### src/rtl/core/rgbhsl_pkg.sv
// Shared codes and constants for the RGB to HSL pixel converter.
package rgbhsl_pkg;

	localparam logic [1:0] SECT_RED   = 2'd0;
	localparam logic [1:0] SECT_GREEN = 2'd1;
	localparam logic [1:0] SECT_BLUE  = 2'd2;

	localparam int HUE_GREEN_OFS = 2;
	localparam int HUE_BLUE_OFS  = 4;
	localparam int HUE_TURN      = 6;

	localparam int BYTE_BITS = 8;

endpackage

### src/rtl/core/rgb_to_hsl_pixel_core.sv
// Top level of the RGB to HSL pixel converter.
//
// Takes one RGB pixel per clock while the output is not stalled and returns hue,
// saturation and lightness (max+min) for it, one result per pixel, in order.
// Throughput is one pixel per cycle when not stalled: two stages find max, min,
// delta and the sector, then a restoring divider produces one quotient bit
// per stage for hue and saturation side by side. Every stage holds its beat
// independently, so a stalled output only backs up full stages and the
// input keeps taking beats while there is an empty stage anywhere ahead.
module rgb_to_hsl_pixel_core
	import rgbhsl_pkg::*;
#(
	parameter int COMPONENT_BITS = 8,
	parameter int FRACTION_BITS  = 16
) (
	input  logic clk,
	input  logic arst_n,
	input  logic s_axis_tvalid,
	output logic s_axis_tready,
	// red, green, blue
	input  logic [((3*COMPONENT_BITS+BYTE_BITS-1)/BYTE_BITS)*BYTE_BITS-1:0] s_axis_tdata,
	output logic m_axis_tvalid,
	input  logic m_axis_tready,
	// hue, saturation, lightness
	output logic [((2*FRACTION_BITS+COMPONENT_BITS+1+BYTE_BITS-1)/BYTE_BITS)*BYTE_BITS-1:0]
		m_axis_tdata
);

	localparam int CB       = COMPONENT_BITS;
	localparam int F        = FRACTION_BITS;
	localparam int DW       = CB + 3;
	localparam int LW       = CB + 1;
	localparam int NW       = CB + F;
	localparam int OUT_FLDS = 2*F + LW;
	localparam int OUT_W    = ((OUT_FLDS + BYTE_BITS - 1) / BYTE_BITS) * BYTE_BITS;

	localparam logic [LW-1:0] CMAX_L   = {1'b0, {CB{1'b1}}};
	localparam logic [LW-1:0] TWO_CMAX = {{CB{1'b1}}, 1'b0};
	localparam logic [DW-1:0] ONE_D    = DW'(1);

	logic [CB-1:0] red, green, blue;
	logic [CB-1:0] top_d, bot_d;
	logic [1:0]    sector_d;

	logic          v_s1, rdy_s1;
	logic [CB-1:0] red_s1, green_s1, blue_s1, top_s1, bot_s1;
	logic [1:0]    sector_s1;

	logic [CB-1:0] delta;
	logic [LW-1:0] sum;
	logic          grey;
	logic [DW-1:0] dx, rx, gx, bx, six_d, num;
	logic [CB-1:0] den_sat;
	logic [NW-1:0] sat_prod;

	logic                  v_s2, rdy_s2;
	logic [1:0][DW-1:0]    hi_s2, den_s2;
	logic [1:0][F-1:0]     lo_s2;
	logic [LW-1:0]         light_s2;

	logic                  div_ready;
	logic [1:0][F-1:0]     quot;
	logic [LW-1:0]         light_out;

	assign red   = s_axis_tdata[CB-1:0];
	assign green = s_axis_tdata[2*CB-1:CB];
	assign blue  = s_axis_tdata[3*CB-1:2*CB];

	always_comb begin
		top_d = red;
		bot_d = red;
		if (green > top_d) top_d = green;
		if (blue > top_d)  top_d = blue;
		if (green < bot_d) bot_d = green;
		if (blue < bot_d)  bot_d = blue;
		if (red >= green && red >= blue) begin
			sector_d = SECT_RED;
		end else if (green >= blue) begin
			sector_d = SECT_GREEN;
		end else begin
			sector_d = SECT_BLUE;
		end
	end

	assign rdy_s1        = ~v_s1 | rdy_s2;
	assign rdy_s2        = ~v_s2 | div_ready;
	assign s_axis_tready = rdy_s1;

	always_ff @(posedge clk or negedge arst_n) begin
		if (!arst_n) begin
			v_s1 <= 1'b0;
			v_s2 <= 1'b0;
		end else begin
			if (rdy_s1) v_s1 <= s_axis_tvalid;
			if (rdy_s2) v_s2 <= v_s1;
		end
	end

	always_ff @(posedge clk) begin
		if (rdy_s1) begin
			red_s1    <= red;
			green_s1  <= green;
			blue_s1   <= blue;
			top_s1    <= top_d;
			bot_s1    <= bot_d;
			sector_s1 <= sector_d;
		end
	end

	always_comb begin
		delta    = top_s1 - bot_s1;
		sum      = {1'b0, top_s1} + {1'b0, bot_s1};
		grey     = (delta == '0);
		dx       = DW'(delta);
		rx       = DW'(red_s1);
		gx       = DW'(green_s1);
		bx       = DW'(blue_s1);
		six_d    = DW'(dx * HUE_TURN);
		case (sector_s1)
			SECT_RED: begin
				num = (green_s1 >= blue_s1) ? (gx - bx) : (six_d - (bx - gx));
			end
			SECT_GREEN: begin
				num = DW'(dx * HUE_GREEN_OFS) + bx - rx;
			end
			SECT_BLUE: begin
				num = DW'(dx * HUE_BLUE_OFS) + rx - gx;
			end
			default: begin
				num = '0;
			end
		endcase
		if (sum <= CMAX_L) begin
			den_sat = sum[CB-1:0];
		end else begin
			den_sat = CB'(TWO_CMAX - sum);
		end
		sat_prod = {delta, {F{1'b0}}} - NW'(delta);
	end

	always_ff @(posedge clk) begin
		if (rdy_s2) begin
			hi_s2[0]  <= grey ? '0 : num;
			lo_s2[0]  <= '0;
			den_s2[0] <= grey ? ONE_D : six_d;
			hi_s2[1]  <= DW'(sat_prod[NW-1:F]);
			lo_s2[1]  <= sat_prod[F-1:0];
			den_s2[1] <= grey ? ONE_D : DW'(den_sat);
			light_s2  <= sum;
		end
	end

	rgbhsl_div #(
		.DW    (DW),
		.QW    (F),
		.SW    (LW),
		.LANES (2)
	) u_div (
		.clk       (clk),
		.arst_n    (arst_n),
		.in_valid  (v_s2),
		.in_ready  (div_ready),
		.in_hi     (hi_s2),
		.in_lo     (lo_s2),
		.in_den    (den_s2),
		.in_side   (light_s2),
		.out_valid (m_axis_tvalid),
		.out_ready (m_axis_tready),
		.out_quot  (quot),
		.out_side  (light_out)
	);

	assign m_axis_tdata = OUT_W'({light_out, quot[1], quot[0]});

`ifndef NO_ASSERTIONS
	a_div_bound: assert property (@(posedge clk) disable iff (!arst_n)
		v_s2 |-> (hi_s2[0] < den_s2[0]) && (hi_s2[1] < den_s2[1]))
		else $error("divider operand not below divisor");

	a_empty_takes: assert property (@(posedge clk) disable iff (!arst_n)
		!v_s1 |-> s_axis_tready)
		else $error("empty front stage refused a beat");

	a_light_range: assert property (@(posedge clk) disable iff (!arst_n)
		m_axis_tvalid |-> (m_axis_tdata[2*F+LW-1:2*F] <= TWO_CMAX))
		else $error("lightness out of range");

	a_black_grey: assert property (@(posedge clk) disable iff (!arst_n)
		m_axis_tvalid && (m_axis_tdata[2*F+LW-1:2*F] == '0)
		|-> (m_axis_tdata[2*F-1:0] == '0))
		else $error("black pixel with nonzero hue or saturation");
`endif

endmodule

### src/rtl/core/rgbhsl_div.sv
// Pipelined restoring divider, one quotient bit per stage, several lanes in lockstep.
module rgbhsl_div #(
	parameter int DW    = 11,
	parameter int QW    = 16,
	parameter int SW    = 9,
	parameter int LANES = 2
) (
	input  logic                         clk,
	input  logic                         arst_n,
	input  logic                         in_valid,
	output logic                         in_ready,
	input  logic [LANES-1:0][DW-1:0]     in_hi,
	input  logic [LANES-1:0][QW-1:0]     in_lo,
	input  logic [LANES-1:0][DW-1:0]     in_den,
	input  logic [SW-1:0]                in_side,
	output logic                         out_valid,
	input  logic                         out_ready,
	output logic [LANES-1:0][QW-1:0]     out_quot,
	output logic [SW-1:0]                out_side
);

	logic [QW-1:0]               v_s;
	logic [QW:0]                 rdy;
	logic [LANES-1:0][DW-1:0]    rem_s  [QW];
	logic [LANES-1:0][QW-1:0]    acc_s  [QW];
	logic [LANES-1:0][DW-1:0]    den_s  [QW];
	logic [SW-1:0]               side_s [QW];

	assign rdy[QW] = out_ready;

	for (genvar k = 0; k < QW; k++) begin : g_stage
		logic                      valid_i;
		logic [LANES-1:0][DW-1:0]  rem_i;
		logic [LANES-1:0][QW-1:0]  acc_i;
		logic [LANES-1:0][DW-1:0]  den_i;
		logic [SW-1:0]             side_i;
		logic [LANES-1:0][DW-1:0]  rem_n;
		logic [LANES-1:0][QW-1:0]  acc_n;

		if (k == 0) begin : g_first
			assign valid_i = in_valid;
			assign rem_i   = in_hi;
			assign acc_i   = in_lo;
			assign den_i   = in_den;
			assign side_i  = in_side;
		end else begin : g_next
			assign valid_i = v_s[k-1];
			assign rem_i   = rem_s[k-1];
			assign acc_i   = acc_s[k-1];
			assign den_i   = den_s[k-1];
			assign side_i  = side_s[k-1];
		end

		assign rdy[k] = ~v_s[k] | rdy[k+1];

		always_comb begin
			logic [DW:0] t;
			logic [DW:0] diff;
			logic        ge;
			for (int l = 0; l < LANES; l++) begin
				t        = {rem_i[l], acc_i[l][QW-1]};
				diff     = t - {1'b0, den_i[l]};
				ge       = (t >= {1'b0, den_i[l]});
				rem_n[l] = ge ? diff[DW-1:0] : t[DW-1:0];
				acc_n[l] = {acc_i[l][QW-2:0], ge};
			end
		end

		always_ff @(posedge clk or negedge arst_n) begin
			if (!arst_n) begin
				v_s[k] <= 1'b0;
			end else if (rdy[k]) begin
				v_s[k] <= valid_i;
			end
		end

		always_ff @(posedge clk) begin
			if (rdy[k]) begin
				rem_s[k]  <= rem_n;
				acc_s[k]  <= acc_n;
				den_s[k]  <= den_i;
				side_s[k] <= side_i;
			end
		end
	end

	assign in_ready  = rdy[0];
	assign out_valid = v_s[QW-1];
	assign out_quot  = acc_s[QW-1];
	assign out_side  = side_s[QW-1];

endmodule

### config.mk
export PLATFORM = sky130hd
export DESIGN_NAME = rgb_to_hsl_pixel_core
export DESIGN_NICKNAME = d
export VERILOG_FILES = /design/src/rtl/core/rgbhsl_pkg.sv /design/src/rtl/core/rgb_to_hsl_pixel_core.sv /design/src/rtl/core/rgbhsl_div.sv
export SDC_FILE = /design/constraint.sdc
export NUM_CORES = 2
export LEC_CHECK = 0
export BUFFER_PORTS_ARGS = -buffer_cell sky130_fd_sc_hd__buf_2
export CAP_MARGIN = 5
export CORE_MARGIN = 2
export CORE_UTILIZATION = 33
export CTS_CLUSTER_DIAMETER = 120
export CTS_CLUSTER_SIZE = 12
export DETAILED_ROUTE_END_ITERATION = 6
export PLACE_DENSITY = 0.49
export SETUP_SLACK_MARGIN = 0.05
export SYNTH_ARGS = -nofsm -noshare
export SYNTH_HDL_FRONTEND = slang
export SYNTH_SLANG_ARGS = --single-unit
### constraint.sdc
create_clock -name clk -period 6.6 [get_ports clk]
set_input_delay 1.32 -clock clk [delete_from_list [all_inputs] [get_ports clk]]
set_output_delay 1.32 -clock clk [all_outputs]
set_load 0.01 [all_outputs]
==> out/results.txt <==
outcome = completed
synthesized instance count = 4525
placed cell count = 6901
clock tree buffer depth = 3
total I/O pin count = 78
Hold Fails Final Rpt = 0
total via count in the routed design = 32700
overall routed net length = 110000 um
via count of the first global-routing pass = 33400
# DRC = 0
clock sink count = 1254
Yosys cell types = 88
number of cells in the finished layout apart from fillers = 7071
max-slew headroom at the worst pin = 0.199
global-route wire length before repair = 180000 um
Max H-tree Level = 3
latest clock arrival within the worst-skew pair = 0.76 ns
starting utilization of the core area = 0.333
y dimension of the die = 431 um
YS warnings = 0
ordered cell list for the critical path = buf_2, nand2b_4, nor2_1, clkinvlp_4, nor3_2, and3_1, and3_1, and4_1, and3_1, and3_1, nand2_2, buf_2
Detailed Place HPWL = 83000 um
number of detailed-routing iterations run before antenna repair = 5
required time worst endpoint = 5.28 ns
min-delay worst type = reg -> reg
synthesis-stage register bit count = 1254
slowest stage cell on the critical path = nor2_1
share of cells above drive strength 1 = 0.0887
number of rows in the core area = 156
overall global routing resource usage = 0.120
relative area change from synthesis to final layout = 10.4%
post-CTS sizing = 0
crit path kind = in -> out
# nets final = 5142
Initial DRC Count = 1474
Min Clock Period, post-route = 5.95 ns
data arrival time of the critical path = 4.63 ns
per-instance average area after synthesis = 13.3 um2
most area-hungry cell type in the Yosys netlist = edfxtp_1
part of the Yosys area used for sequential elements = 0.624
cell area after placement = 63300 um2
fraction of synthesized cell area taken by the top area cell type = 0.617
cell types with the largest area share after synthesis = edfxtp_1, ha_1, inv_1
floorplan core area = 181000 um2
unrepaired setup endpoints after global routing = false
type of element capturing the critical path = output port
cell mode on critical path = and3_1
die boundary width = 431 um
utilization after layout = 0.367
final setup violation count = 0
clock tree from TritonCTS = yes
slew at the pin closest to its max-slew limit = 1.19 ns
clock tree root driver cell = clkbuf_16
number of enable-type register cells in the synthesized netlist = 1236
clock edge transition at the registers on the reported setup and hold paths = 0.06 ns
Routability Congestion = 0.801
ratio of final minimum period to clock period = 0.902
count of buffers inserted at the top-level ports = 70
Async S/R FF share, synth = 0.0144
max-cap check violation count = 0
post-synthesis instance area = 60200 um2
CTS buffer count = 114
highest attainable clock frequency = 168 MHz
number of nets with antenna violations after detailed routing = 0
Setup Skew = 0.0603 ns
Die ar. = 186000 um2
final-report max-slew violation count = 0
worst-path fanout max = 5
average wire length per cell after detail routing = 15.6 um
area of all placed cells without fillers = 66500 um2
antenna violations before repair = 2
Overflow after GRT = 0
prevailing post-synth register cell = edfxtp_1
post-CTS setup buffer count = 0
detailed-route vias per instance = 4.63
setup TNS = 0 ns
Worst Setup Start Kind = input port
hold buffers post-CTS = 0
largest net degree at the start of global routing = 80
Max stage delay on crit path = 0.47 ns
-- Yosys cell counts, drive strengths merged, types with 10 or more instances --
cell type	n
buf	61
or4	16
xnor2	144
a211oi	38
o21ai	282
clkbuf	41
nor2b	97
nand2b	58
a31oi	22
nor2	191
mux2	93
inv	551
edfxtp	1236
ha	415
a21oi	132
fa	51
nor4	27
nand4	77
a211o	15
a2111oi	15
xor2	80
and3	19
nor3b	10
or2	28
o31ai	59
dfrtp	18
o311a	10
a21o	77
a31o	14
o21a	23
mux2i	57
o211ai	13
nor3	65
nand3	64
or3	16
nand2	276
a311oi	15
a21boi	53
-- state kept, by name, indices dropped and copies added (netlist names) --
signal	cells
u_div.side_s	130
hi_s2	19
u_div.out_valid	1
v_s2	1
den_s2	19
u_div.acc_s	388
lo_s2	14
u_div.den_s	285
light_s2	9
sector_s1	2
green_s1	8
blue_s1	8
u_div.rem_s	330
bot_s1	8
v_s1	1
red_s1	8
top_s1	8
u_div.g_stage.valid_i	15
-- metal layers --
layer  global-route usage  share of wire  up-vias
met2                0.208           0.49      383
li1                     -              -    16700
met3               0.0191          0.032      178
met1                0.153           0.45    15500
met5                    0              0        -
met4               0.0401          0.028        0
-- cell families after synthesis --
family / synth area share
flip-flops: 0.624
AND/OR/NAND/NOR: 0.0790
AO/OA/AOI/OAI: 0.0894
buffers and inverters: 0.0441
adder cells (fa/ha/maj): 0.103
XOR/XNOR: 0.0329
multiplexers: 0.0269
other: 0.0000623
-- final timing paths --
path	from	cells past startpoint	slack, ns	to
max	m_axis_tready	12	0.65	s_axis_tready
min	u_div.acc_s[0][221]	0	0.37	u_div.acc_s[0][254]
max reg2reg	top_s1[0]	18	1.64	hi_s2[10]
min reg2reg	u_div.acc_s[0][221]	0	0.37	u_div.acc_s[0][254]
max in group asynchronous	arst_n	1	5.64	u_div.g_stage[12].valid_i
min in group asynchronous	arst_n	1	0.57	u_div.g_stage[3].valid_i
-- per-stage QoR --
stage / hold WS (ns) / setup slack [ns]
2_1_floorplan: 0.400 / 0.110
4_1_cts: 0.371 / 0.614
5_1_grt: 0.389 / 0.427
6_report: 0.375 / 0.648
3_5_place_dp: 0.405 / 0.651
3_3_place_gp: 0.401 / 0.598
-- worst max-delay path: cells and delay by family --
family,cells,cell delay [ns]
AND/OR/NAND/NOR,9,2.80
buffers and inverters,3,0.48
-- layout make-up --
class | instances | area, um2
Sequential cell | 1254 | 37600
Timing Repair Buffer | 103 | 598
Antenna cell | 1 | 2.50
Multi-Input combinational cell | 2623 | 20100
Tap cell | 2370 | 2970
Inverter | 552 | 2080
Fill cell | 17300 | 114000
Clock inverter | 7 | 139
Clock buffer | 161 | 3050
-- placed cells by master (no fill, tap or decap), types with 62 or more instances in the layout --
cell          n
edfxtp_1   1236
xnor2_1     143
nand4_1      77
nor2_1      190
mux2_2       93
clkbuf_16   115
nand3_1      62
nor3_1       63
buf_2        70
o21ai_0     275
xor2_1       80
inv_1       539
a21o_1       76
nor2b_1      97
nand2_1     269
ha_1        415
a21oi_1     131
Power is left out: the tool's default activity adds up to more than one toggle a clock period on the data nets, which glitch-free logic cannot reach.
